==> src/hdl/qes_pkg.sv <==
`timescale 1ns / 1ps
// ----------------------------------------------------------------------------
// qes_pkg
// shared widths, codes and item types of the quadratic equation solver
// ----------------------------------------------------------------------------
package qes_pkg;

  // number formats: coefficients and roots are signed Q16.16
  localparam int unsigned WordBits = 32;
  localparam int unsigned FracBits = 16;
  // discriminant magnitude, Q34.32
  localparam int unsigned DiscBits = 2 * WordBits + 2;
  // square root bits, one per sqrt cell
  localparam int unsigned RootBits = DiscBits / 2;
  // sqrt partial remainder
  localparam int unsigned SremBits = RootBits + 2;
  // numerator magnitude |nb +/- s|
  localparam int unsigned NumBits  = RootBits + 2;
  // divisor magnitude |2a| or |b|
  localparam int unsigned DenBits  = WordBits + 1;
  // division partial remainder
  localparam int unsigned DremBits = DenBits + 1;

  // outcome codes
  localparam logic [1:0] OUT_NONE = 2'd0;
  localparam logic [1:0] OUT_ONE  = 2'd1;
  localparam logic [1:0] OUT_TWO  = 2'd2;
  localparam logic [1:0] OUT_ALL  = 2'd3;

  // register indexes
  localparam logic REG_COEF_TOL = 1'b0;
  localparam logic REG_DISC_TOL = 1'b1;

  // case decision handed along the sqrt chain
  typedef struct packed {
    logic [1:0]                  outcome;
    logic                        zero_roots;
    logic                        use_s;
    logic signed [WordBits:0]    nb;
    logic                        den_neg;
    logic [DenBits-1:0]          den_mag;
  } sol_t;

  // two division lanes handed along the divider chain
  typedef struct packed {
    logic [1:0]                  outcome;
    logic                        zero_roots;
    logic                        neg1;
    logic                        neg2;
    logic                        pre1;
    logic                        pre2;
    logic [NumBits-1:0]          nm1;
    logic [NumBits-1:0]          nm2;
    logic [DenBits-1:0]          dm;
    logic [DremBits-1:0]         rem1;
    logic [DremBits-1:0]         rem2;
    logic [WordBits-1:0]         q1;
    logic [WordBits-1:0]         q2;
  } div_t;

  // magnitude of a signed word
  function automatic logic [WordBits-1:0] mag_word(input logic [WordBits-1:0] x);
    mag_word = x[WordBits-1] ? (~x + 1'b1) : x;
  endfunction

endpackage

==> src/hdl/qes_sqrt_cell.sv <==
`timescale 1ns / 1ps
// ----------------------------------------------------------------------------
// qes_sqrt_cell
// one restoring square root step, takes one bit pair of the discriminant
// ----------------------------------------------------------------------------
module qes_sqrt_cell #(
  parameter int unsigned PairIdx = 0
) (
  input  logic                                clk_i,
  input  logic                                rst_ni,
  input  logic                                en_i,
  input  logic                                vld_i,
  input  logic [qes_pkg::SremBits-1:0]        rem_i,
  input  logic [qes_pkg::RootBits-1:0]        root_i,
  input  logic [qes_pkg::DiscBits-1:0]        disc_i,
  input  qes_pkg::sol_t                       sol_i,
  output logic                                vld_o,
  output logic [qes_pkg::SremBits-1:0]        rem_o,
  output logic [qes_pkg::RootBits-1:0]        root_o,
  output logic [qes_pkg::DiscBits-1:0]        disc_o,
  output qes_pkg::sol_t                       sol_o
);

  logic                                vld_q;
  logic [qes_pkg::SremBits-1:0]        rem_q, rem_d;
  logic [qes_pkg::RootBits-1:0]        root_q, root_d;
  logic [qes_pkg::DiscBits-1:0]        disc_q;
  qes_pkg::sol_t                       sol_q;
  logic [qes_pkg::SremBits+1:0]        trial;
  logic [qes_pkg::SremBits+1:0]        cand;

  // shift in the next pair and try the candidate
  always_comb begin
    trial = {rem_i, disc_i[2*PairIdx+1 -: 2]};
    cand  = {1'b0, root_i, 2'b01};
    if (trial >= cand) begin
      rem_d  = qes_pkg::SremBits'(trial - cand);
      root_d = {root_i[qes_pkg::RootBits-2:0], 1'b1};
    end else begin
      rem_d  = qes_pkg::SremBits'(trial);
      root_d = {root_i[qes_pkg::RootBits-2:0], 1'b0};
    end
  end

  // item valid
  always_ff @(posedge clk_i or negedge rst_ni) begin
    if (!rst_ni) begin
      vld_q <= 1'b0;
    end else if (en_i) begin
      vld_q <= vld_i;
    end
  end

  // payload
  always_ff @(posedge clk_i) begin
    if (en_i) begin
      rem_q  <= rem_d;
      root_q <= root_d;
      disc_q <= disc_i;
      sol_q  <= sol_i;
    end
  end

  assign vld_o  = vld_q;
  assign rem_o  = rem_q;
  assign root_o = root_q;
  assign disc_o = disc_q;
  assign sol_o  = sol_q;

endmodule

==> config.mk <==
export PLATFORM = sky130hd
export DESIGN_NAME = qes_sqrt_cell
export DESIGN_NICKNAME = d
export VERILOG_FILES = /design/src/hdl/qes_pkg.sv /design/src/hdl/qes_sqrt_cell.sv
export SDC_FILE = /design/constraint.sdc
export NUM_CORES = 1
export LEC_CHECK = 0
export ABC_CLOCK_PERIOD_IN_PS = 800
export BUFFER_PORTS_ARGS = -buffer_cell sky130_fd_sc_hd__buf_2
export CORE_AREA = 2 2 162 164
export CTS_CLUSTER_DIAMETER = 120
export CTS_CLUSTER_SIZE = 14
export DETAILED_ROUTE_END_ITERATION = 10
export DIE_AREA = 0 0 164 166
export PLACE_DENSITY_LB_ADDON = 0.2
export SLEW_MARGIN = 20
export SYNTH_ARGS = -nofsm -noshare
export SYNTH_HDL_FRONTEND = slang
export SYNTH_SLANG_ARGS = --single-unit
==> constraint.sdc <==
create_clock -name clk_i -period 0.8 [get_ports clk_i]
set_input_delay 0.08 -clock clk_i [delete_from_list [all_inputs] [get_ports clk_i]]
set_output_delay 0.08 -clock clk_i [all_outputs]
set_load 0.03 [all_outputs]
; ---- Word level (Yosys, flattened, before mapping)
; Cells that the tools add are included.
[op_classes]
mux = 2
addsub = 1
magnitude_cmp = 1
[ops]
columns = op, count
row1 = >= comparator 37 x 35 -> 1 bit, 1
row2 = 2-to-1 mux 35 bit, 1
row3 = subtractor 35 bit, 1
row4 = 2-to-1 mux 1 bit, 1
[totals]
output_inout_bits = 206
ff_bits = 206
input_bits = 209

; ---- Logic depth before layout (Yosys ltp)
; Gate-level depths: netlist (run 1).
[depth]
word_depth = 2
depth_mapped = 13
depth_no_buf = 10

; ---- Worst setup path before layout (run 1)
; Ideal clock, no wire load.
[synth_path]
kind = in2reg
start = input port root_i[4] (netlist name)
end = register rem_q, in the netlist rem_o[10] (data pin)
setup_time_ps = 260
cell_stages = 12
n_path_buf = 2
t_arrival_ps = 2402
path_slack_ps = -1863
required_time_ps = 540
path_cell_list = inv_1 > ha_1 > o21a_1 > o211ai_2 > a311oi_1 > nor4_2 > a2111oi_2 > o21a_2 > o211a_1 > buf_6 > buf_12 > mux2_4
[synth_between]
elab_chain_cells = 2
elab_cells_between_ends = 3
cone_classes = add/sub: 1 / order compare: 1 / mux: 1
[synth_lines]
columns = item, line_no
row1 = from (decl), qes_sqrt_cell.sv:14  ; input logic [qes_pkg::RootBits-1:0] root_i,
row2 = subtractor 35 bit / >= comparator 37 x 35 -> 1 bit (equally long branches), "qes_sqrt_cell.sv:37, qes_sqrt_cell.sv:36"
row3 = 2-to-1 mux 35 bit (*), qes_sqrt_cell.sv:36  ; if (trial >= cand) begin
row4 = via rem_d (one bit), qes_sqrt_cell.sv:25  ; logic [qes_pkg::SremBits-1:0] rem_q, rem_d;
row5 = to (signal assigned), qes_sqrt_cell.sv:57  ; rem_q <= rem_d;
row6 = to (decl), qes_sqrt_cell.sv:25
; The timed path passes the listed nets; every way through them passes the cells marked *.
; A chain may end at the register's enable or synchronous reset.

; ---- Worst setup path after layout (run 1)
[layout_path]
start = input port root_i[0] (netlist name)
end = register rem_q, in the netlist rem_o[10] (data pin)
; The elaborated chain is that of the path after synthesis.

==> results.md, run 1 <==
* DRT Pass-1 Iters at 6
* Num ports at roughly 420
* Comb pwr share at between 30% and 40%
* Fin Clk Skew at 0 ns
* Synth Area in Compound Gates at 8.47%
* Die footprint at roughly 27000 um2
* Violated checks: setup timing
* Share of cell area taken by muxes after synthesis at 5.48%
* Maximum count of clock buffers along a single path at 3
* Kind of start point of the critical path: input pin
* DRT antenna net count at 0
* Main flop type after synthesis: edfxtp_1
* Leading cell type by number of instances after synthesis: edfxtp_1
* Post-detail-place hpwl at 20500 um
* Switching Power at ~9.0 mW
* Async SR Flop Fraction at less than 1%
* Total of flip-flops plus latches after synthesis at 206
* Run status: complete, but fails checks
* Die boundary height at roughly 170 um
* Clock share of power at a little over a quarter
* Total power consumption of the routed design at roughly 32 mW
* All-Layer GR Usage at between 20% and 30%
* Share of Yosys cell area claimed by the top area cell type at around 70%
* P&R area growth vs syn at 88.2%
* Yosys Warn Count at 0
* Residual DRC count at 0
* Synth unique cells at 56
* Die X at ~160 um
* CTS root buffer: clkbuf_16
* Final period util at 273%
* Total of fill cells in the finished design at about 1800
* Post-Synth Simple-Gate Area at roughly 4.8%
* Max-Cap Viols at 0
* Worst-path fanout max at 7
* Highest attainable clock frequency at 0.458 GHz
* Port Buffer Count at just over 400
* Fin. max-slew vios at 0
* Leak at 7.39 nW
* Power density normalized to cell area at between 1500 and 2000 nW/um2
* Synth area leaders: edfxtp_1 (70%), ha_1 (5.0%), mux2_4 (4.2%)
* Required time at the worst-slack endpoint at 1.03 ns
* Per-cell routed wire length at about 19 um
* Clock transition at path regs at 0.07 ns
* TritonCTS clock tree: done
* Setup slack after layout at -1.39 ns
* Cell Area, Synth at between 8000 and 9000 um2
* Post-synthesis area per instance at 15.8 um2
* Global-route wire length before repair at around 46000 um
* Core region area at 25600 um2
* Synthesized-area fraction occupied by xor and xnor cells at under 10%
* Number of flops mapped to enable cells by yosys at around 210
* Unrepaired setup endpoints after global routing: true
* Slew of the pin with the lowest slew margin at 0.457 ns
* Dominant combinational cell family by area after synthesis: compound AO/OA/AOI/OAI gates
* Via-per-instance ratio at about 4.6
* GPL Wtd Cong at between 0.8 and 0.9
* Post-Syn Instances at 560
* Clock insertion delay at the later pin of the skew report at between 0.4 and 0.5 ns
* Sort of element at the end of the critical path: flip-flop
* Placement Rows at 59
* Number of antenna violations at the first check in global routing at 2
* Maximum resistive drop on vdd at between 1 and 1.5 mV
* Final min period at 2.19 ns
* Sequential group share of total power at a little over two fifths
* Initial DRC count at roughly 390
* Hold Path Class: input pin to flip-flop
* Worst setup path class: input pin to flip-flop
* Final setup TNS at -110.69 ns
* Most used standard cells in the synthesized netlist: edfxtp_1 (205), inv_1 (41), ha_1 (35), a21oi_1 (30), a21o_1 (26)
* NumNets Final at roughly 1600
* Via count of the routed design at between 7000 and 8000
* Pin count of the biggest net entering global routing at 35
* Initial standard-cell utilization of the core at between 30% and 40%
* Switching share of total power at between 20% and 30%
* TritonCTS buffer count at 18
* Worst endpoint data arrival time at about 2.4 ns
* Depth of the CTS H-tree at 1
* Internal cell power at 22.8 mW
* Proportion of synthesized chip area in sequential cells at about 70%
* Number of sinks on the clock net at approximately 200
* Share of synthesized cell area in full adder, half adder and majority cells at between 4 and 5%
* Layout cells sized above 1 at 50.5%
* Fin. Hold Viols at 0
* Cell type contributing the most total cell area after synthesis: edfxtp_1
* Final setup violation count at around 240
* Net count after synthesis at between 800 and 900
* Worst Hold Slack at 0.0000975 ns
* Post-detailed-routing wire length at between 30000 and 40000 um
* Vias in the first global route at 8120
* GRT overflow at 0
* Max transition margin at a little over two thirds
## registers in the layout, indices dropped and copies added, names as in the netlist
name    cells
sol_o      71
disc_o     66
rem_o      35
root_o     33
vld_o       1
## worst paths after layout
kind | from | end | slack, ns | cells after the start
setup / recovery | root_i[0] | rem_o[10] | -1.39 | 12
setup reg to reg | vld_o | vld_o | -0.03 | 1
max in group asynchronous | rst_ni | vld_o | 0.10 | 3
hold reg to reg | vld_o | vld_o | 0.58 | 1
min in group asynchronous | rst_ni | vld_o | 0.57 | 3
hold / removal | rem_i[32] | rem_o[34] | 0.0001 | 3
## per-stage QoR
stage               area [um2]  worst slack (ns)  std cells  util (%)
finish                   16600             -1.39       1669      64.9
CTS                      16500             -1.40       1662      64.3
floorplan                 9020             -1.65        560         -
global route             16600             -1.50       1668      64.9
detailed placement       12500             -2.04       1441      48.9
global placement         12500             -2.08       1441      48.9
## cells by family (layout without fill, tap and decap cells)
logic type                 count (synthesis)  after routing
DFF                                      206            206
AOI/OAI and AO/OA                        107            107
and+or+nand+nor                           87             87
buffers and inverters                     57            829
adders and majority gates                 35             35
muxes                                     35             35
xor gates and xnor gates                  33             33
other                                      0              2
## worst max-delay path, stage by stage
cell and delay, ns:
buf_12 0.09, inv_12 0.03, ha_4 0.24, o21a_1 0.15
o211ai_2 0.14, a311oi_2 0.31, nor4_4 0.09, a2111oi_4 0.33
o21a_2 0.19, o211a_4 0.27, clkbuf_16 0.20, mux2_4 0.29
## cell usage in the layout, fill, tap and decap left out, drive strengths merged, types with 25 or more instances in the layout
cell type / synthesis / routed
edfxtp: 205 / 205
buf: 6 / 568
mux2: 32 / 32
inv: 41 / 41
dlygate4sd3: 0 / 192
a21o: 26 / 26
ha: 35 / 35
nand2: 25 / 25
a21oi: 30 / 30
clkbuf: 10 / 27
## timing repair
item	CTS	global route
endpoints found under the hold margin	199	3
pin swaps	7	2
hold buffers	191	1
endpoints found under the setup margin	242	243
cloned	1	1
buffers inserted	3	3
gates resized for setup	444	18
## power by group through the flow
stage | Combinational (mW) | Clock [mW] | Sequential, mW
2_1_floorplan | 2.26 | 0 | 15.7
3_3_place_gp | 7.46 | 0 | 13.5
3_5_place_dp | 7.51 | 0 | 13.5
4_1_cts | 9.65 | 8.58 | 13.6
5_1_grt | 10.4 | 9.00 | 13.7
6_report | 9.85 | 8.35 | 13.7
## layer usage
| layer | routed length, um | GRT usage, % | vias up |
|---|---|---|---|
| li1 | - | - | 3660 |
| met1 | 11400 | 24.1 | 3742 |
| met2 | 16800 | 41.9 | 280 |
| met3 | 2130 | 4.65 | 55 |
| met4 | 1110 | 7.78 | 0 |
| met5 | 0 | 0 | - |
## final cells by class
type / count / area [um2] / area share (%)
repair buffers: 762 / 6610 / 39.8
flip-flops and latches: 206 / 6180 / 37.2
multi-input cells: 297 / 2700 / 16.3
clock buffers: 25 / 498 / 2.99
well taps: 335 / 419 / 2.52
inverters: 41 / 179 / 1.08
clock inverters: 1 / 30.0 / 0.181
diodes: 2 / 5.00 / 0.0301
Power figures use the tool's default switching activity.
==> run 2, diff against run 1 <==
ABC_AREA = 1   (was default)
==> run 2 against run 1 <==
Effect of this change:
- the flow still finishes with violations (setup timing)
- power increased by 4.2%
- final cell count increased by 23%
- sequential power about the same
- combinational power increased by 14%
- hold slack improved by 0.020 ns
- critical endpoint is now rem_o[26]
- highest routed layer is now met5
==> results.md, run 2 <==
* Run status: complete, but fails checks
* Violated checks: setup timing
* Leading cell types in the layout, fill and taps excluded: buf_6 (247), edfxtp_1 (205), dlygate4sd3_1 (188), buf_2 (182), buf_4 (177)
* Final min period at about 1.5 ns
* Highest attainable clock frequency at 0.674 GHz
* Synth unique cells at 35
* Post-detailed-routing wire length at 38600 um
* Post-route cell area at between 15000 and 20000 um2
* Hold path depth at 4
* Core region area at about 26000 um2
* Count of cells along the worst register-to-register path at 1
* Worst endpoint data arrival time at approximately 1.7 ns
* Via count of the routed design at 9754
* Maximum count of clock buffers along a single path at 3
* GPL Wtd Cong at around 0.88
* CTS root buffer: clkbuf_16
* Die X at approximately 160 um
* All-Layer GR Usage at a little over a quarter
* Final setup violation count at around 240
* DRT Pass-1 Iters at 7
* Num ports at 415
* Proportion of synthesized chip area in sequential cells at between 60 and 70%
* Fin. Hold Viols at 0
* Per-cell routed wire length at 18.8 um
* Worst-case hold path end point: rem_o[8]
* Worst reg2reg endpoint: vld_o
* Largest register FFs at between 70 and 80
* Count of buffering cells on the critical path with inverters included at 3
* Worst-path fanout max at 3
* Global-route wire length before repair at about 56000 um
* Hold path startpoint: rem_i[6]
* Total power consumption of the routed design at 33.2 mW
* Depth of the CTS H-tree at 1
* Fin. max-slew vios at 0
* Reg-to-reg setup timing slack at approximately 0.030 ns
* Kind of cell with the highest combined delay on the critical path: simple AND/OR/NAND/NOR gates
* Residual DRC count at 0
* Initial standard-cell utilization of the core at between 30% and 40%
* Cell Area, Synth at approximately 9600 um2
* Die boundary height at 166 um
* Most used standard cells in the synthesized netlist: nand2_1 (246), edfxtp_1 (205), inv_1 (127), nand3_1 (67), nor2_1 (56)
* Max transition margin at between 70 and 80%
* Reg-to-Reg Start: vld_o
* Clock insertion delay at the later pin of the skew report at about 0.49 ns
* Net count after synthesis at 1118
* P&R area growth vs syn at 102%
* Leading cell type by number of instances after synthesis: nand2_1
* Async SR Flop Fraction at 0.485%
* List of cells traversed by the critical path: buf_2 -> ha_4 -> buf_4 -> nand2_4 -> buf_4 -> nor2_1 -> nand2_1 -> nor3_2 -> nand2_1 -> nand3_2 -> nand2_2 -> nand3_4 -> nand2_2
* Required time at the worst-slack endpoint at roughly 1.1 ns
* Worst setup path class: input pin to flip-flop
* Post-place instance area at 13900 um2
* Cell Count, Final, Fillers Out at 2051
* Instance count after placement with tap cells included at ~1800
* DRT antenna net count at 0
* Clock transition at path regs at 0.07 ns
* Via-per-instance ratio at 4.76
* Total of flip-flops plus latches after synthesis at around 210
* Most common cell after layout, fill and taps aside: buf_6
* Power density normalized to cell area at ~1700 nW/um2
* Final period util at 186%
* Number of sinks on the clock net at ~210
* Setup slack after layout at -0.684 ns
* Main flop type after synthesis: edfxtp_1
* Cell type contributing the most total cell area after synthesis: edfxtp_1
* Post-detail-place hpwl at 24400 um
* Synth area leaders: edfxtp_1 (64%), nand2_1 (9.7%), inv_1 (5.0%)
* Yosys Warn Count at 0
* Die footprint at 27200 um2
* Post-synthesis area per instance at about 11 um2
* Largest incremental delay on the critical path at roughly 0.27 ns
* Total of fill cells in the finished design at 1609
* Layout cells sized above 1 at between 50% and 60%
* Share of Yosys cell area claimed by the top area cell type at between 60% and 70%
* GRT overflow at 0
* Leak at roughly 9 nW
* Placement Rows at 59
* Kind of start point of the critical path: input pin
* NumNets Final at 1952
* TritonCTS buffer count at 18
* Fin Clk Skew at 0 ns
* Number of antenna violations at the first check in global routing at 3
* Pin count of the biggest net entering global routing at 58
* Slew of the pin with the lowest slew margin at approximately 0.32 ns
* Initial DRC count at between 500 and 600
* Sort of element at the end of the critical path: flip-flop
* Hold Path Class: input pin to flip-flop
* Vias in the first global route at 10000
* Port Buffer Count at ~410
* Slowest CP cell: ha_4
* Unrepaired setup endpoints after global routing: true
* Maximum resistive drop on vdd at 1.40 mV
* Max-Cap Viols at 0
* Number of flops mapped to enable cells by yosys at approximately 210
* Post-Syn Instances at 874
* TritonCTS clock tree: done
run 2: cell types whose count changed in the layout (fill, tap and decap cells not counted), moves of 23 or more:
cell | previous run | this run
buf_4 | 144 | 177
inv_1 | 35 | 85
nand2_2 | 0 | 77
inv_2 | 4 | 30
buf_6 | 210 | 247
nand2_1 | 25 | 149
nand3_2 | 0 | 41
buf_2 | 205 | 182
nand2_4 | 0 | 38
a21o_1 | 26 | 1
mux2_4 | 32 | 0
run 2: cell families (layout without fill, tap and decap cells):
kind of cell	count (synthesis)	count (layout)	synth area share (%)
flops	206	206	64.6
other cells	0	2	0
simple gates	436	437	20.7
fa+ha+maj	35	35	4.58
compound gates	42	42	2.47
buf+inv	137	976	5.93
mux	1	1	0.118
xor+xnor	17	17	1.56
run 2: metal layers:
| metal | vias to the layer above | global-route usage (%) | share of wire [%] |
|---|---|---|---|
| met1 | 4689 | 31.6 | 38 |
| met4 | 2 | 8.77 | 3.6 |
| met3 | 99 | 4.95 | 6.4 |
| li1 | 4594 | - | - |
| met5 | - | 0 | 0.034 |
| met2 | 370 | 48.5 | 52 |
run 2: report_power, final:
part / total, mW / switching, mW / leakage [nW] / internal [mW]
Clock: 8.35 / 3.72 / 0.255 / 4.63
Sequential: 13.6 / 0.533 / 2.02 / 13.1
Combinational: 11.2 / 5.81 / 6.49 / 5.40
Total: 33.2 / 10.1 / 8.76 / 23.1
run 2: how the worst max path moves through the flow:
stage / cells after the start / to / start
after floorplan: 13 / rem_o[26] / root_i[13]
after global placement: 12 / rem_o[19] / root_i[13]
after detailed placement: 12 / rem_o[25] / root_i[13]
after CTS: 16 / rem_o[25] / root_i[16]
after global routing: 16 / rem_o[21] / root_i[15]
final: 13 / rem_o[26] / rem_i[20]
run 2: area by class of cell:
class	instances	area (um2)	share of cell area [%]
clock buffer	25	498	2.58
inverter	128	528	2.73
antenna	2	5.00	0.0259
multi-input combinational	532	4190	21.7
sequential	206	6180	32.0
clock inverter	1	30.0	0.156
tap	335	419	2.17
timing repair buffer	822	7460	38.6
run 2: timing repair:
item	CTS	global route
resized for setup	583	138
cloned	4	4
setup endpoints to repair	242	242
hold buffers	188	0
endpoints found under the hold margin	187	0
buffers inserted	42	9
pin swaps	54	54
run 2: through the flow:
step	hold slack, ns	setup TNS, ns	utilization, %	setup WS, ns
after floorplan	-0.216	-27.20	-	-0.790
after global placement	-0.145	-70.74	54.5	-1.51
after detailed placement	-0.142	-73.62	54.5	-1.56
after CTS	0.00104	-88.52	72.8	-0.612
after global routing	0.0151	-97.34	75.4	-0.726
final	0.0197	-88.31	75.4	-0.684
run 2: tightest hold or removal path, stage by stage:
cell     delay [ns]
buf_2          0.11
buf_4          0.11
nand3_2        0.06
nand2_1        0.05
==> run 3, diff against run 2 <==
ABC_CLOCK_PERIOD_IN_PS = 1300   (was 800)
CAP_MARGIN = 15   (was default)
SLEW_MARGIN = default   (was 20)
clock period = 1.3 ns   (was 0.8 ns; I/O delays follow)
==> run 3 against run 2 <==
Effect of this change:
- the flow still finishes with violations (setup timing)
- sequential share of layout area rose by 2.2 points
- setup slack improved by 0.41 ns
- core utilization fell by 4.9 points
- largest power group unchanged
- critical endpoint is now rem_o[25]
- global-route usage fell by 1.6 points
- final cell count rose by 0.68%
- cell area fell by 6.5%
- die area did not move
- clock power fell by 38%
- clock-buffer cell count did not move
- non-clock buffer count rose by 15
==> results.md, run 3 (synthesized netlist as in run 2, its figures left out) <==
* Crit path top cell by count: nand2_4
* Depth of the CTS H-tree at 1
* List of cells traversed by the critical path: buf_4 -> ha_4 -> buf_6 -> nand2_4 -> nand2_4 -> nand2_2 -> nand2_4 -> a21oi_4 -> buf_6 -> nand2_4 -> nand2_4 -> nand4_4 -> buf_6 -> buf_12 -> nand3_4 -> nand2_2
* Most common cell after layout, fill and taps aside: buf_2
* Count of buffering cells on the critical path with inverters included at 5
* Per-cell routed wire length at ~17 um
* Instance count on the critical path at 16
* Vias in the first global route at around 10000
* Highest attainable clock frequency at 0.634 GHz
* Fin Clk Skew at 0 ns
* Worst Hold Slack at 0.0290 ns
* Maximum resistive drop on vdd at roughly 1.1 mV
* CTS root buffer: clkbuf_16
* Kind of start point of the critical path: input pin
* Die footprint at roughly 27000 um2
* Maximum count of clock buffers along a single path at 3
* Largest incremental delay on the critical path at between 0.2 and 0.25 ns
* Final min period at between 1.5 and 2 ns
* Initial DRC count at approximately 690
* Die X at ~160 um
* Cell Count, Final, Fillers Out at around 2100
* Count of cells along the worst register-to-register path at 1
* Hold path depth at 4
* Post-detail-place hpwl at around 25000 um
* Post-place instance area at approximately 14000 um2
* Slew of the pin with the lowest slew margin at between 0.3 and 0.4 ns
* Slowest CP cell: ha_4
* Sort of element at the end of the critical path: flip-flop
* Placement Rows at 59
* Max-Cap Viols at 0
* Pin count of the biggest net entering global routing at 37
* Fin. max-slew vios at 0
* Post-detailed-routing wire length at around 36000 um
* TritonCTS clock tree: done
* Final setup TNS at -8.81 ns
* Clock transition at path regs at approximately 0.070 ns
* Leak at 8.37 nW
* Core region area at ~26000 um2
* Fin. Hold Viols at 0
* Die boundary height at approximately 170 um
* Worst setup path class: input pin to flip-flop
* Global-route wire length before repair at approximately 53000 um
* DRT antenna net count at 0
* Total of fill cells in the finished design at around 1800
* Hold path startpoint: rem_i[9]
* Largest register FFs at between 70 and 80
* Clock insertion delay at the later pin of the skew report at approximately 0.50 ns
* Port Buffer Count at about 410
* NumNets Final at 1967
* Setup slack after layout at -0.276 ns
* Max transition margin at 77.8%
* DRT Pass-1 Iters at 8
* Number of sinks on the clock net at around 210
* Instance count after placement with tap cells included at 1795
* Via-per-instance ratio at between 4 and 5
* Violated checks: setup timing
* Final period util at 121%
* Number of antenna violations at the first check in global routing at 1
* P&R area growth vs syn at 88.8%
* Unrepaired setup endpoints after global routing: true
* Via count of the routed design at between 9000 and 10000
* Worst endpoint data arrival time at 1.82 ns
* TritonCTS buffer count at 18
* GRT overflow at 0
* Residual DRC count at 0
* Required time at the worst-slack endpoint at 1.54 ns
* Power density normalized to cell area at between 1000 and 1500 nW/um2
* Initial standard-cell utilization of the core at between 30% and 40%
* Worst-path fanout max at 7
* Layout cells sized above 1 at between 50 and 60%
* Leading cell types in the layout, fill and taps excluded: buf_2 (384), edfxtp_1 (205), buf_4 (188), dlygate4sd3_1 (186), nand2_1 (163)
* Kind of cell with the highest combined delay on the critical path: buffers and inverters
* Reg-to-Reg Start: vld_o
* Post-route cell area at about 18000 um2
* GPL Wtd Cong at between 0.8 and 0.9
* Launch point of the worst path: rem_i[16]
* All-Layer GR Usage at around a quarter
* Run status: complete, but fails checks
* Num ports at a little over 400
* Hold Path Class: input pin to flip-flop
* Final setup violation count at 37
-- run 3: cell count changes in the layout (fill, tap and decap cells not counted), sizes merged --
cell         previous run  this run
buf                   629       648
dlygate4sd3           188       186
bufbuf                  1         0
clkbuf                 29        28
clkinv                  0         1
diode                   2         1
inv                   128       127
-- run 3: report_power, final --
| part | internal [mW] | switching (mW) | leakage, nW |
|---|---|---|---|
| clock | 2.85 | 2.29 | 0.255 |
| combinational | 2.69 | 3.54 | 6.10 |
| sequential | 8.02 | 0.162 | 2.02 |
-- run 3: layout make-up --
type | count | area [um2] | share of cell area [%]
Antenna cell | 1 | 2.50 | 0.0139
Clock buffer | 25 | 498 | 2.76
Clock inverter | 1 | 30.0 | 0.166
Inverter | 128 | 518 | 2.87
Multi-Input combinational cell | 532 | 4120 | 22.8
Sequential cell | 206 | 6180 | 34.2
Tap cell | 335 | 419 | 2.32
Timing Repair Buffer | 837 | 6290 | 34.8
-- run 3: per-layer routing --
layer  track usage, %  wire (um)  vias up
met5                0          0        -
met3             4.37       2310       83
met2             46.0      18400      385
li1                 -          -     4621
met1             29.8      14200     4540
met4             7.40       1180        0
-- run 3: timing repair --
| action | CTS | global route |
|---|---|---|
| setup endpoints to repair | 37 | 37 |
| buffers inserted | 42 | 14 |
| hold buffers | 186 | 0 |
| pin swaps | 63 | 48 |
| gates resized for setup | 168 | 131 |
| endpoints found under the hold margin | 185 | 0 |
| gates cloned | 4 | 2 |
-- run 3: final timing paths --
path                              to  slack [ns]
setup / recovery           rem_o[25]       -0.28
hold / removal             rem_o[11]        0.03
setup reg to reg               vld_o        0.54
hold reg to reg                vld_o        0.53
max in group asynchronous      vld_o        0.74
min in group asynchronous      vld_o        0.46
-- run 3: per-stage QoR --
stage / power, mW / utilization (%) / setup slack (ns)
floorplan: 11.0 / - / -0.340
global placement: 13.1 / 55.0 / -1.04
detailed placement: 13.2 / 55.0 / -1.10
CTS: 19.3 / 68.4 / -0.215
global route: 20.4 / 70.5 / -0.364
finish: 19.6 / 70.5 / -0.276
