===== src/hdl/qes_pkg.sv =====
`timescale 1ns / 1ps
// ----------------------------------------------------------------------------
// qes_pkg
// shared widths, codes and item types of the quadratic equation solver
// ----------------------------------------------------------------------------
package qes_pkg;

  // number formats: coefficients and roots are signed Q16.16
  localparam int unsigned WordBits = 32;
  localparam int unsigned FracBits = 16;
  // discriminant magnitude, Q34.32
  localparam int unsigned DiscBits = 2 * WordBits + 2;
  // square root bits, one per sqrt cell
  localparam int unsigned RootBits = DiscBits / 2;
  // sqrt partial remainder
  localparam int unsigned SremBits = RootBits + 2;
  // numerator magnitude |nb +/- s|
  localparam int unsigned NumBits  = RootBits + 2;
  // divisor magnitude |2a| or |b|
  localparam int unsigned DenBits  = WordBits + 1;
  // division partial remainder
  localparam int unsigned DremBits = DenBits + 1;

  // outcome codes
  localparam logic [1:0] OUT_NONE = 2'd0;
  localparam logic [1:0] OUT_ONE  = 2'd1;
  localparam logic [1:0] OUT_TWO  = 2'd2;
  localparam logic [1:0] OUT_ALL  = 2'd3;

  // register indexes
  localparam logic REG_COEF_TOL = 1'b0;
  localparam logic REG_DISC_TOL = 1'b1;

  // case decision handed along the sqrt chain
  typedef struct packed {
    logic [1:0]                  outcome;
    logic                        zero_roots;
    logic                        use_s;
    logic signed [WordBits:0]    nb;
    logic                        den_neg;
    logic [DenBits-1:0]          den_mag;
  } sol_t;

  // two division lanes handed along the divider chain
  typedef struct packed {
    logic [1:0]                  outcome;
    logic                        zero_roots;
    logic                        neg1;
    logic                        neg2;
    logic                        pre1;
    logic                        pre2;
    logic [NumBits-1:0]          nm1;
    logic [NumBits-1:0]          nm2;
    logic [DenBits-1:0]          dm;
    logic [DremBits-1:0]         rem1;
    logic [DremBits-1:0]         rem2;
    logic [WordBits-1:0]         q1;
    logic [WordBits-1:0]         q2;
  } div_t;

  // magnitude of a signed word
  function automatic logic [WordBits-1:0] mag_word(input logic [WordBits-1:0] x);
    mag_word = x[WordBits-1] ? (~x + 1'b1) : x;
  endfunction

endpackage


===== src/hdl/qes_div_cell.sv =====
`timescale 1ns / 1ps
// ----------------------------------------------------------------------------
// qes_div_cell
// one restoring division step for both root lanes, yields quotient bit BitIdx
// ----------------------------------------------------------------------------
module qes_div_cell #(
  parameter int unsigned BitIdx = 0
) (
  input  logic          clk_i,
  input  logic          rst_ni,
  input  logic          en_i,
  input  logic          vld_i,
  input  qes_pkg::div_t div_i,
  output logic          vld_o,
  output qes_pkg::div_t div_o
);

  logic                            vld_q;
  qes_pkg::div_t                   div_q, div_d;
  logic                            bit1, bit2;
  logic [qes_pkg::DremBits:0]      t1, t2;

  // numerator bit brought down by this cell (low bits are the fraction shift)
  if (BitIdx >= qes_pkg::FracBits) begin : g_num_bit
    assign bit1 = div_i.nm1[BitIdx-qes_pkg::FracBits];
    assign bit2 = div_i.nm2[BitIdx-qes_pkg::FracBits];
  end else begin : g_zero_bit
    assign bit1 = 1'b0;
    assign bit2 = 1'b0;
  end

  // subtract the divisor where it fits
  always_comb begin
    div_d = div_i;
    t1    = {div_i.rem1, bit1};
    t2    = {div_i.rem2, bit2};
    if (t1 >= {2'b00, div_i.dm}) begin
      div_d.rem1 = qes_pkg::DremBits'(t1 - {2'b00, div_i.dm});
      div_d.q1   = {div_i.q1[qes_pkg::WordBits-2:0], 1'b1};
    end else begin
      div_d.rem1 = qes_pkg::DremBits'(t1);
      div_d.q1   = {div_i.q1[qes_pkg::WordBits-2:0], 1'b0};
    end
    if (t2 >= {2'b00, div_i.dm}) begin
      div_d.rem2 = qes_pkg::DremBits'(t2 - {2'b00, div_i.dm});
      div_d.q2   = {div_i.q2[qes_pkg::WordBits-2:0], 1'b1};
    end else begin
      div_d.rem2 = qes_pkg::DremBits'(t2);
      div_d.q2   = {div_i.q2[qes_pkg::WordBits-2:0], 1'b0};
    end
  end

  // item valid
  always_ff @(posedge clk_i or negedge rst_ni) begin
    if (!rst_ni) begin
      vld_q <= 1'b0;
    end else if (en_i) begin
      vld_q <= vld_i;
    end
  end

  // payload
  always_ff @(posedge clk_i) begin
    if (en_i) begin
      div_q <= div_d;
    end
  end

  assign vld_o = vld_q;
  assign div_o = div_q;

endmodule


===== config.mk =====
export PLATFORM = sky130hd
export DESIGN_NAME = qes_div_cell
export DESIGN_NICKNAME = d
export VERILOG_FILES = /design/src/hdl/qes_pkg.sv /design/src/hdl/qes_div_cell.sv
export SDC_FILE = /design/constraint.sdc
export NUM_CORES = 1
export LEC_CHECK = 0
export BUFFER_PORTS_ARGS = -buffer_cell sky130_fd_sc_hd__clkbuf_2
export CAP_MARGIN = 20
export CELL_PAD_IN_SITES_DETAIL_PLACEMENT = 0
export CELL_PAD_IN_SITES_GLOBAL_PLACEMENT = 1
export CORE_MARGIN = 8
export CORE_UTILIZATION = 35
export CTS_BUF_LIST = sky130_fd_sc_hd__clkbuf_8
export DETAILED_ROUTE_END_ITERATION = 10
export PLACE_DENSITY_LB_ADDON = 0.25
export SYNTH_ARGS = -nofsm -noshare
export SYNTH_HDL_FRONTEND = slang
export SYNTH_SLANG_ARGS = --single-unit

===== constraint.sdc =====
create_clock -name clk_i -period 0.8 [get_ports clk_i]
set_input_delay 0.08 -clock clk_i [delete_from_list [all_inputs] [get_ports clk_i]]
set_output_delay 0.08 -clock clk_i [all_outputs]
set_load 0.1 [all_outputs]

## Yosys cells after proc, flatten, opt, wreduce, memory -nomap -nowiden

Index checks and enable logic that the tools add are counted.

| cells by class | value |
|---|---|
| $lt $le $gt $ge | 2 |
| multiplexer cells | 4 |
| $add $sub $neg | 2 |

Operators by type and width:

| operator | number |
|---|---|
| greater-or-equal comparator 35 x 33 -> 1 bit | 2 |
| 2-to-1 mux 34 bit | 2 |
| subtractor 34 x 33 -> 34 bit | 2 |
| 2-to-1 mux 1 bit | 2 |

| word-level totals | value |
|---|---|
| output and inout bits | 243 |
| input port bits | 246 |
| register bits | 243 |
| logic and storage cells | 24 |

## Depth between registers and ports, before layout

Gate-level depths: netlist of run 1.

| depth | value |
|---|---|
| word-level depth | 2 |
| depth in mapped cells | 14 |
| gate-level depth less buffers | 12 |

## Least setup slack after synthesis of run 1

Ideal clock, no wire load.

| timing path | value |
|---|---|
| path kind | input-to-reg |
| from | input port div_i[132] in the netlist's numbering |
| to | register div_q, in the netlist div_o[94] (data pin) |
| path buffers | 0 |
| slack | -2.015 ns |
| data required time | 0.536 ns |
| arrival time | 2.551 ns |
| setup time | 0.264 ns |
| cell stages on the path | 12 |
| cell sequence | inv_1 -> fa_1 -> a211oi_1 -> o211ai_1 -> a41oi_2 -> o21ai_1 -> a21oi_1 -> o21ai_1 -> a221o_1 -> a211oi_1 -> o2111a_1 -> a211oi_1 |

RTL lines:

| element | line | text |
|---|---|---|
| start, declared | qes_div_cell.sv:13 | `input qes_pkg::div_t div_i,` |
| end signal, assigned | qes_div_cell.sv:65 | `div_q <= div_d;` |
| end, declared | qes_div_cell.sv:19 | `qes_pkg::div_t div_q, div_d;` |

==> flow_summary.html, run 1 <==
<table>
<tr><th>Metric</th><th>Value</th></tr>
<tr><th colspan="2">Placement</th></tr>
<tr><td>Port Buffers</td><td>486</td></tr>
<tr><td>Pre-CTS WS</td><td>-2.105 ns</td></tr>
<tr><td>HPWL Detailed</td><td>40.14 mm</td></tr>
<tr><td>GP Congestion</td><td>around 0.9</td></tr>
<tr><th colspan="2">Detailed routing</th></tr>
<tr><td>Drt first pass iters</td><td>5</td></tr>
<tr><td>Total wirelength of the detailed-routed design</td><td>roughly 58 mm</td></tr>
<tr><td>Via-per-instance ratio</td><td>between 4 and 5</td></tr>
<tr><td>Total via count after detailed routing</td><td>~12k</td></tr>
<tr><td>DRC violation count after routing</td><td>0</td></tr>
<tr><td>Post-detailed-route count of antenna-violating nets</td><td>0</td></tr>
<tr><td>Average wire per standard cell</td><td>24.00 µm</td></tr>
<tr><td>Initial DRC count</td><td>605</td></tr>
<tr><th colspan="2">Timing</th></tr>
<tr><td>Worst hold slack after final layout</td><td>between 0.015 and 0.02 ns</td></tr>
<tr><td>Worst Max-Slew Pin Slew</td><td>approximately 0.54 ns</td></tr>
<tr><td>Sum of negative setup slack</td><td>-206.43 ns</td></tr>
<tr><td>Share of the clock period used by the worst path after layout</td><td>2.846</td></tr>
<tr><td>Total of endpoints with negative setup slack in the final report</td><td>314</td></tr>
<tr><td>Worst Setup Slack, final</td><td>-1.477 ns</td></tr>
<tr><td>Maximum frequency from static timing analysis</td><td>between 0.4 and 0.5 GHz</td></tr>
<tr><td>Relative slew margins</td><td>0.6340</td></tr>
<tr><td>Final hold viol count</td><td>0</td></tr>
<tr><td>Final period demand of the worst path</td><td>roughly 2.3 ns</td></tr>
<tr><td>Unrepaired setup endpoints after global routing</td><td>true</td></tr>
<tr><td>Max-slew violations</td><td>0</td></tr>
<tr><td>Worst-case clock skew</td><td>0 ns</td></tr>
<tr><th colspan="2">Clock network</th></tr>
<tr><td>Sinks on the clock net</td><td>roughly 240</td></tr>
<tr><td>Clock Pin Slew Worst Setup and Hold Paths</td><td>about 0.060 ns</td></tr>
<tr><td>Latest clock arrival within the worst-skew pair</td><td>0.58 ns</td></tr>
<tr><td>Htree depth</td><td>2</td></tr>
<tr><td>Cts bufs inserted</td><td>between 40 and 50</td></tr>
<tr><td>Root buf cell</td><td>sky130_fd_sc_hd__clkbuf_8</td></tr>
<tr><td>Worst-case clock buffer depth</td><td>3</td></tr>
<tr><td>TritonCTS clock tree</td><td>built</td></tr>
<tr><th colspan="2">Global routing</th></tr>
<tr><td>Global-route congestion overflow total</td><td>0</td></tr>
<tr><td>Initial antenna violation count</td><td>5</td></tr>
<tr><td>Global-route wire length before repair</td><td>around 83 mm</td></tr>
<tr><td>Vias in the first global route</td><td>between 10k and 15k</td></tr>
<tr><td>Overall global routing resource usage</td><td>0.2858</td></tr>
<tr><td>Pin count of the biggest net entering global routing</td><td>36</td></tr>
<tr><th colspan="2">Pwr</th></tr>
<tr><td>Portion of total power attributed to sequential cells</td><td>0.322</td></tr>
<tr><td>Switching share of total power</td><td>0.4027</td></tr>
<tr><td>Clk network pwr share</td><td>0.221</td></tr>
<tr><td>Leakage</td><td>roughly 11 nW</td></tr>
<tr><td>Power Density</td><td>between 2000 and 2500 mW/mm²</td></tr>
<tr><td>Int Power</td><td>around 31 mW</td></tr>
<tr><td>Combinational power share</td><td>0.457</td></tr>
<tr><td>Switching power summed over all nets</td><td>21.14 mW</td></tr>
<tr><td>Max IR drop VDD</td><td>approximately 1.6 mV</td></tr>
<tr><th colspan="2">Synthesis</th></tr>
<tr><td>Sequential cell area fraction in the yosys report</td><td>0.6308</td></tr>
<tr><td>Largest cells by area after synthesis</td><td>sky130_fd_sc_hd__edfxtp_1 63%, sky130_fd_sc_hd__ha_1 7.1%, sky130_fd_sc_hd__a21oi_1 4.6%, sky130_fd_sc_hd__xnor2_1 2.7%, sky130_fd_sc_hd__nor2_1 2.5%</td></tr>
<tr><td>Post-synthesis instance total</td><td>886</td></tr>
<tr><td>Number of warnings printed during yosys synthesis</td><td>0</td></tr>
<tr><td>Synthesis-stage register bit count</td><td>roughly 240</td></tr>
<tr><td>Syn avg cell area</td><td>around 13 µm²</td></tr>
<tr><td>Largest area contributor in the netlist</td><td>sky130_fd_sc_hd__edfxtp_1</td></tr>
<tr><td>Most used flip-flop cell after synthesis</td><td>sky130_fd_sc_hd__edfxtp_1</td></tr>
<tr><td>Count of different cell masters after synthesis</td><td>59</td></tr>
<tr><td>EDFF count, synth</td><td>approximately 240</td></tr>
<tr><td>Netlist area before placement</td><td>approximately 0.012 mm²</td></tr>
<tr><td>Area share of the leading cell type in the synthesized netlist</td><td>0.6286</td></tr>
<tr><td>Synthesized net count</td><td>around 1.2k</td></tr>
<tr><td>Proportion of synthesized flip-flops having asynchronous set or reset</td><td>0.004115</td></tr>
<tr><th colspan="2">Setup path</th></tr>
<tr><td>Path type of the worst setup path</td><td>input port to flip-flop</td></tr>
<tr><td>Worst-path cell with the longest stage delay</td><td>sky130_fd_sc_hd__a221o_1</td></tr>
<tr><td>Critical path data required time</td><td>1.12 ns</td></tr>
<tr><td>Startpoint type of the worst setup path</td><td>input port</td></tr>
<tr><td>CP Max Fanout</td><td>4</td></tr>
<tr><td>CP endpoint kind</td><td>flip-flop</td></tr>
<tr><td>Largest stage delay on the critical path</td><td>~0.38 ns</td></tr>
<tr><td>Arrival time at the worst endpoint</td><td>around 2.6 ns</td></tr>
<tr><td>Cells along the critical path</td><td>clkbuf_16 &gt; inv_8 &gt; buf_4 &gt; fa_2 &gt; a211oi_2 &gt; o211ai_1 &gt; a41oi_2 &gt; o21ai_2 &gt; a21oi_2 &gt; o21ai_2 &gt; a221o_1 &gt; a21oi_2 &gt; xnor2_1 &gt; mux2_4</td></tr>
<tr><th colspan="2">Hold path</th></tr>
<tr><td>Class of the tightest hold or removal check</td><td>input port to flip-flop</td></tr>
<tr><th colspan="2">Run</th></tr>
<tr><td>Number of max-capacitance violations reported</td><td>0</td></tr>
<tr><th colspan="2">Floorplan</th></tr>
<tr><td>Die Ht</td><td>just under 200 µm</td></tr>
<tr><td>Initial core utilization</td><td>0.3553</td></tr>
<tr><td>Number of standard-cell rows in the floorplan</td><td>66</td></tr>
<tr><td>Core area</td><td>around 0.033 mm²</td></tr>
<tr><td># IOs</td><td>a little under 500</td></tr>
<tr><td>Die Wd</td><td>around 200 µm</td></tr>
<tr><td>Die outline area</td><td>between 0.03 and 0.04 mm²</td></tr>
<tr><th colspan="2">Finish</th></tr>
<tr><td>Nets@finish</td><td>2247</td></tr>
<tr><td>Share of post-route cells with drive strength above 1</td><td>0.5171</td></tr>
<tr><td>Synthesis-to-finish area growth</td><td>116.0%</td></tr>
<tr><td>Sequential Area</td><td>0.007296 mm²</td></tr>
<tr><td>Area used by multi-input combinational logic</td><td>0.004991 mm²</td></tr>
<tr><td>Fill cell count</td><td>approximately 2.0k</td></tr>
<tr><th colspan="2">Status</th></tr>
<tr><td>Violations in the final reports</td><td>negative setup slack</td></tr>
<tr><td>Status</td><td>finished, violations left</td></tr>
</table>
stage by stage:
stage | cell area (µm²) | util | cells | total power [mW]
after CTS | 24420 | 0.7507 | 2390 | 51.95
final | 24970 | 0.7673 | 2409 | 52.49
after floorplan | 11750 | - | 886 | 28.89
after detailed placement | 20220 | 0.6216 | 2047 | 38.52
after global routing | 24960 | 0.7672 | 2407 | 54.07
after global placement | 20220 | 0.6216 | 2047 | 38.38
cell usage after synthesis, types with 2 or more instances:
master / instances
sky130_fd_sc_hd__a21o_1: 29
sky130_fd_sc_hd__buf_6: 3
sky130_fd_sc_hd__buf_2: 4
sky130_fd_sc_hd__o21bai_1: 7
sky130_fd_sc_hd__nor2_1: 76
sky130_fd_sc_hd__nand4_1: 18
sky130_fd_sc_hd__nor2b_1: 4
sky130_fd_sc_hd__nand2b_1: 5
sky130_fd_sc_hd__fa_1: 2
sky130_fd_sc_hd__xnor2_1: 36
sky130_fd_sc_hd__edfxtp_1: 242
sky130_fd_sc_hd__a2111oi_0: 2
sky130_fd_sc_hd__nor3_1: 10
sky130_fd_sc_hd__a21oi_1: 106
sky130_fd_sc_hd__a211oi_1: 6
sky130_fd_sc_hd__xor2_1: 26
sky130_fd_sc_hd__mux2_2: 16
sky130_fd_sc_hd__o221ai_1: 3
sky130_fd_sc_hd__a31oi_1: 10
sky130_fd_sc_hd__o21a_1: 6
sky130_fd_sc_hd__clkbuf_1: 15
sky130_fd_sc_hd__nand2_1: 46
sky130_fd_sc_hd__o211ai_1: 4
sky130_fd_sc_hd__mux2_4: 3
sky130_fd_sc_hd__o21ai_1: 3
sky130_fd_sc_hd__ha_1: 66
sky130_fd_sc_hd__a211o_1: 3
sky130_fd_sc_hd__and3_1: 6
sky130_fd_sc_hd__inv_1: 48
sky130_fd_sc_hd__nor4_1: 3
sky130_fd_sc_hd__o21ai_0: 32
sky130_fd_sc_hd__nand3_1: 15
sky130_fd_sc_hd__and2_1: 5
power by group through the flow:
| stage | combinational [mW] | sequential, mW | clock, mW |
|---|---|---|---|
| after floorplan | 3.22 | 25.7 | 0 |
| after global placement | 21.3 | 17.0 | 0 |
| after CTS | 23.4 | 16.8 | 11.7 |
| final | 24.0 | 16.9 | 11.6 |
| after detailed placement | 21.5 | 17.1 | 0 |
| after global routing | 24.8 | 17.0 | 12.3 |
flip-flops by register name, summed over array words and instances (netlist names):
name / count
div_o: 242
vld_o: 1
metal layers:
layer,vias to the layer above,share of wire,GRT usage
met1,5715,0.38,0.3270
met2,467,0.50,0.4967
met5,-,0.00022,0
li1,5466,-,-
met4,2,0.048,0.1286
met3,116,0.070,0.07453
final cells by class:
cell class,count,area share
sequential,243,0.2922
clock buffer,47,0.02591
antenna,6,0.0006014
clock inverter,28,0.006916
timing repair buffer,1020,0.4442
tap,442,0.02215
inverter,48,0.008069
multi-input combinational,575,0.1999
placed cells by master, fill, tap and decap left out, types with 20 or more instances in the layout:
cell type                         n
sky130_fd_sc_hd__buf_12         257
sky130_fd_sc_hd__buf_4          252
sky130_fd_sc_hd__edfxtp_1       242
sky130_fd_sc_hd__dlygate4sd3_1  241
sky130_fd_sc_hd__clkbuf_2       237
sky130_fd_sc_hd__a21oi_1         61
sky130_fd_sc_hd__inv_1           53
sky130_fd_sc_hd__clkbuf_8        48
sky130_fd_sc_hd__ha_1            45
sky130_fd_sc_hd__a21oi_2         44
sky130_fd_sc_hd__nand2_1         43
sky130_fd_sc_hd__nor2_1          42
sky130_fd_sc_hd__xnor2_1         34
sky130_fd_sc_hd__a21o_1          29
sky130_fd_sc_hd__o21ai_0         28
sky130_fd_sc_hd__xor2_1          25
sky130_fd_sc_hd__ha_4            20
cells by family after synthesis:
logic type	Yosys count	synth area share
XOR/XNOR	62	0.04697
adder cells (fa/ha/maj)	68	0.07490
buffers and inverters	71	0.02543
flip-flops	243	0.6308
multiplexers	20	0.02035
AO/OA/AOI/OAI	229	0.1256
AND/OR/NAND/NOR	193	0.07598
worst max-delay path: cells and delay by family:
family	cells	cell delay, ns
AOI/OAI and AO/OA	8	1.58
xor gates and xnor gates	1	0.08
adders and majority gates	1	0.35
buffers and inverters	3	0.27
muxes	1	0.25
final timing paths:
kind	start	to	slack, ns	cells after the start
min in group asynchronous	rst_ni	vld_o$_DFFE_PN0P_	0.37	3
setup reg to reg	vld_o$_DFFE_PN0P_	vld_o$_DFFE_PN0P_	-0.08	1
setup / recovery	div_i[133]	div_o[90]$_DFFE_PP_	-1.48	14
hold reg to reg	vld_o$_DFFE_PN0P_	vld_o$_DFFE_PN0P_	0.62	1
hold / removal	en_i	div_o[76]$_DFFE_PP_	0.02	2
max in group asynchronous	rst_ni	vld_o$_DFFE_PN0P_	0.32	3
what timing repair did:
| action | 4_1_cts | 5_1_grt |
|---|---|---|
| resized for setup | 132 | 103 |
| gates cloned | 9 | 1 |
| hold buffers | 244 | 0 |
| endpoints found under the hold margin | 255 | 0 |
| pin swaps | 25 | 31 |
| setup endpoints to repair | 314 | 356 |
| buffers inserted | 16 | 17 |
Note: power is estimated with default switching activity, not from simulation.
==> run 2: changes to the inputs <==
--- a/config.mk
+++ b/config.mk
@@ -6,7 +6,7 @@
 export NUM_CORES = 1
 export LEC_CHECK = 0
 export BUFFER_PORTS_ARGS = -buffer_cell sky130_fd_sc_hd__clkbuf_2
-export CAP_MARGIN = 20
+export CAP_MARGIN = 5
 export CELL_PAD_IN_SITES_DETAIL_PLACEMENT = 0
 export CELL_PAD_IN_SITES_GLOBAL_PLACEMENT = 1
 export CORE_MARGIN = 8
@@ -14,6 +14,7 @@
 export CTS_BUF_LIST = sky130_fd_sc_hd__clkbuf_8
 export DETAILED_ROUTE_END_ITERATION = 10
 export PLACE_DENSITY_LB_ADDON = 0.25
+export RECOVER_POWER = 50
 export SYNTH_ARGS = -nofsm -noshare
 export SYNTH_HDL_FRONTEND = slang
 export SYNTH_SLANG_ARGS = --single-unit
==> run 2 against run 1 <==
  * The flow still finishes with violations (negative setup slack)
  * Sequential power hardly changed
  * Sequential share of layout area grew 0.075 points
  * Global-route usage did not move
  * Critical path type unchanged
==> flow_summary.html, run 2 (same netlist as run 1, synthesis figures left out) <==
<table>
<tr><th>Metric</th><th>Value</th></tr>
<tr><th colspan="2">Floorplan</th></tr>
<tr><td>Die outline area</td><td>0.03910 mm² (unchanged)</td></tr>
<tr><td>Initial core utilization</td><td>0.3553 (unchanged)</td></tr>
<tr><td>Die Wd</td><td>197.7 µm (unchanged)</td></tr>
<tr><td>Core area</td><td>0.03254 mm² (unchanged)</td></tr>
<tr><td>Number of standard-cell rows in the floorplan</td><td>66 (unchanged)</td></tr>
<tr><td>Die Ht</td><td>197.7 µm (unchanged)</td></tr>
<tr><td># IOs</td><td>489 (unchanged)</td></tr>
<tr><th colspan="2">Detailed routing</th></tr>
<tr><td>Via-per-instance ratio</td><td>4.893 (+0.17%)</td></tr>
<tr><td>Initial DRC count</td><td>591 (-2.3%)</td></tr>
<tr><td>DRC violation count after routing</td><td>0 (unchanged)</td></tr>
<tr><td>Total via count after detailed routing</td><td>11.79k (+0.21%)</td></tr>
<tr><td>Total wirelength of the detailed-routed design</td><td>57.79 mm (about the same)</td></tr>
<tr><td>Average wire per standard cell</td><td>23.98 µm (-0.11%)</td></tr>
<tr><td>Drt first pass iters</td><td>5 (unchanged)</td></tr>
<tr><td>Post-detailed-route count of antenna-violating nets</td><td>0 (unchanged)</td></tr>
<tr><th colspan="2">Global routing</th></tr>
<tr><td>Pin count of the biggest net entering global routing</td><td>36 (unchanged)</td></tr>
<tr><td>Global-route wire length before repair</td><td>83.19 mm (unchanged)</td></tr>
<tr><td>Global-route congestion overflow total</td><td>0 (unchanged)</td></tr>
<tr><td>Initial antenna violation count</td><td>5 (unchanged)</td></tr>
<tr><td>Overall global routing resource usage</td><td>0.2858 (unchanged)</td></tr>
<tr><td>Vias in the first global route</td><td>12.49k (unchanged)</td></tr>
<tr><th colspan="2">Clock network</th></tr>
<tr><td>Latest clock arrival within the worst-skew pair</td><td>0.58 ns (about the same)</td></tr>
<tr><td>TritonCTS clock tree</td><td>built</td></tr>
<tr><td>Htree depth</td><td>2 (unchanged)</td></tr>
<tr><td>Cts bufs inserted</td><td>45 (unchanged)</td></tr>
<tr><td>Sinks on the clock net</td><td>243 (unchanged)</td></tr>
<tr><td>Clock Pin Slew Worst Setup and Hold Paths</td><td>0.05 ns (about the same)</td></tr>
<tr><td>Worst-case clock buffer depth</td><td>3 (unchanged)</td></tr>
<tr><td>Root buf cell</td><td>sky130_fd_sc_hd__clkbuf_8</td></tr>
<tr><th colspan="2">Status</th></tr>
<tr><td>Violations in the final reports</td><td>negative setup slack</td></tr>
<tr><td>Status</td><td>finished, violations left</td></tr>
<tr><th colspan="2">Timing</th></tr>
<tr><td>Max-slew violations</td><td>0 (unchanged)</td></tr>
<tr><td>Worst Max-Slew Pin Slew</td><td>0.5458 ns (+0.01067 ns)</td></tr>
<tr><td>Maximum frequency from static timing analysis</td><td>0.4397 GHz (+0.10%)</td></tr>
<tr><td>Unrepaired setup endpoints after global routing</td><td>true</td></tr>
<tr><td>Sum of negative setup slack</td><td>-212.90 ns (-6.472 ns)</td></tr>
<tr><td>Total of endpoints with negative setup slack in the final report</td><td>349 (+11%)</td></tr>
<tr><td>Final period demand of the worst path</td><td>2.274 ns (-0.002360 ns)</td></tr>
<tr><td>Relative slew margins</td><td>0.6267 (-0.007296)</td></tr>
<tr><td>Final hold viol count</td><td>0 (unchanged)</td></tr>
<tr><td>Worst hold slack after final layout</td><td>0.06972 ns (+0.05381 ns)</td></tr>
<tr><td>Worst Setup Slack, final</td><td>-1.474 ns (+0.002360 ns)</td></tr>
<tr><td>Worst-case clock skew</td><td>0 ns (unchanged)</td></tr>
<tr><td>Share of the clock period used by the worst path after layout</td><td>2.843 (-0.002950)</td></tr>
<tr><th colspan="2">Pwr</th></tr>
<tr><td>Switching share of total power</td><td>0.4031 (about the same)</td></tr>
<tr><td>Leakage</td><td>10.86 nW (-0.21%)</td></tr>
<tr><td>Clk network pwr share</td><td>0.221 (about the same)</td></tr>
<tr><td>Power, Total</td><td>52.46 mW (about the same)</td></tr>
<tr><td>Power Density</td><td>2107 mW/mm² (+0.20%)</td></tr>
<tr><td>Portion of total power attributed to sequential cells</td><td>0.322 (about the same)</td></tr>
<tr><td>Combinational power share</td><td>0.457 (about the same)</td></tr>
<tr><td>Int Power</td><td>31.32 mW (-0.12%)</td></tr>
<tr><td>Switching power summed over all nets</td><td>21.15 mW (about the same)</td></tr>
<tr><td>Max IR drop VDD</td><td>1.554 mV (about the same)</td></tr>
<tr><th colspan="2">Run</th></tr>
<tr><td>Number of max-capacitance violations reported</td><td>0 (unchanged)</td></tr>
<tr><th colspan="2">Finish</th></tr>
<tr><td>Share of post-route cells with drive strength above 1</td><td>0.5171 (unchanged)</td></tr>
<tr><td>Leading cell types in the layout, fill and taps excluded</td><td>252 x sky130_fd_sc_hd__buf_12, 247 x sky130_fd_sc_hd__buf_4, 243 x sky130_fd_sc_hd__clkbuf_2</td></tr>
<tr><td>Commonest non-fill, non-tap cell in the layout</td><td>sky130_fd_sc_hd__buf_12</td></tr>
<tr><td>Final core area utilization</td><td>0.7653 (-0.001961)</td></tr>
<tr><td>Synthesis-to-finish area growth</td><td>115.4%</td></tr>
<tr><td>Nets@finish</td><td>2247 (unchanged)</td></tr>
<tr><td>Largest register FFs</td><td>242 (unchanged)</td></tr>
<tr><th colspan="2">Setup path</th></tr>
<tr><td>Path type of the worst setup path</td><td>input port to flip-flop</td></tr>
<tr><td>Critical path data required time</td><td>1.12 ns (about the same)</td></tr>
<tr><td>Startpoint type of the worst setup path</td><td>input port</td></tr>
<tr><td>CP Max Fanout</td><td>4 (unchanged)</td></tr>
<tr><td>CP endpoint kind</td><td>flip-flop</td></tr>
<tr><td>Arrival time at the worst endpoint</td><td>2.59 ns (about the same)</td></tr>
<tr><th colspan="2">Placement</th></tr>
<tr><td>Pre-CTS WS</td><td>-2.105 ns (unchanged)</td></tr>
<tr><td>GP Congestion</td><td>0.9045 (unchanged)</td></tr>
<tr><td>HPWL Detailed</td><td>40.14 mm (unchanged)</td></tr>
<tr><td>Port Buffers</td><td>486 (unchanged)</td></tr>
<tr><th colspan="2">Hold path</th></tr>
<tr><td>Class of the tightest hold or removal check</td><td>input port to flip-flop</td></tr>
</table>
## run 2: critical path, stage by stage
cell	delay, ns
sky130_fd_sc_hd__clkbuf_16	0.11
sky130_fd_sc_hd__inv_8	0.04
sky130_fd_sc_hd__buf_4	0.12
sky130_fd_sc_hd__fa_2	0.35
sky130_fd_sc_hd__a211oi_2	0.23
sky130_fd_sc_hd__o211ai_1	0.16
sky130_fd_sc_hd__a41oi_2	0.26
sky130_fd_sc_hd__o21ai_2	0.10
sky130_fd_sc_hd__a21oi_2	0.19
sky130_fd_sc_hd__o21ai_2	0.08
sky130_fd_sc_hd__a221o_1	0.38
sky130_fd_sc_hd__a21oi_2	0.17
sky130_fd_sc_hd__xnor2_1	0.08
sky130_fd_sc_hd__mux2_4	0.25
## run 2: metal layers
| layer | global-route usage | wire length (µm) |
|---|---|---|
| met5 | 0 | 13 |
| met1 | 0.3270 | 21980 |
| met4 | 0.1286 | 2788 |
| met3 | 0.07453 | 4061 |
| met2 | 0.4967 | 28950 |
## run 2: metrics by stage
step                cell area [µm²]  cells
floorplan                     11750    886
global placement              20220   2047
detailed placement            20220   2047
CTS                           24420   2390
global route                  24890   2407
finish                        24900   2410
## run 2: layout make-up
class | instances | area (µm²)
flip-flops and latches | 243 | 7296
clock buffers | 47 | 646.9
multi-input cells | 575 | 4991
well taps | 442 | 553.0
diodes | 7 | 17.52
fillers | 1996 | 7635
repair buffers | 1020 | 11020
clock inverters | 28 | 172.7
inverters | 48 | 201.4
## run 2: timing repair
item / CTS / global route
setup endpoints to repair: 314 / 356
pin swaps: 25 / 31
cloned: 9 / 1
resized for setup: 132 / 103
endpoints found under the hold margin: 255 / 0
hold buffers: 244 / 0
setup buffers: 16 / 17
## run 2: power by group through the flow
| stage | clock (mW) | sequential (mW) | combinational, mW |
|---|---|---|---|
| 6_report | 11.6 | 16.9 | 24.0 |
| 2_1_floorplan | 0 | 25.7 | 3.22 |
| 4_1_cts | 11.7 | 16.8 | 23.4 |
| 3_3_place_gp | 0 | 17.0 | 21.3 |
| 3_5_place_dp | 0 | 17.1 | 21.5 |
| 5_1_grt | 12.3 | 17.0 | 24.7 |
## run 2: path summary, 6_finish.rpt
check	from	end	slack, ns	depth (start not counted)
min in group asynchronous	rst_ni	vld_o$_DFFE_PN0P_	0.36	3
hold / removal	div_i[98]	div_o[99]$_DFFE_PP_	0.07	3
hold reg to reg	vld_o$_DFFE_PN0P_	vld_o$_DFFE_PN0P_	0.62	1
max in group asynchronous	rst_ni	vld_o$_DFFE_PN0P_	0.32	3
setup / recovery	div_i[133]	div_o[90]$_DFFE_PP_	-1.47	14
setup reg to reg	vld_o$_DFFE_PN0P_	vld_o$_DFFE_PN0P_	-0.08	1
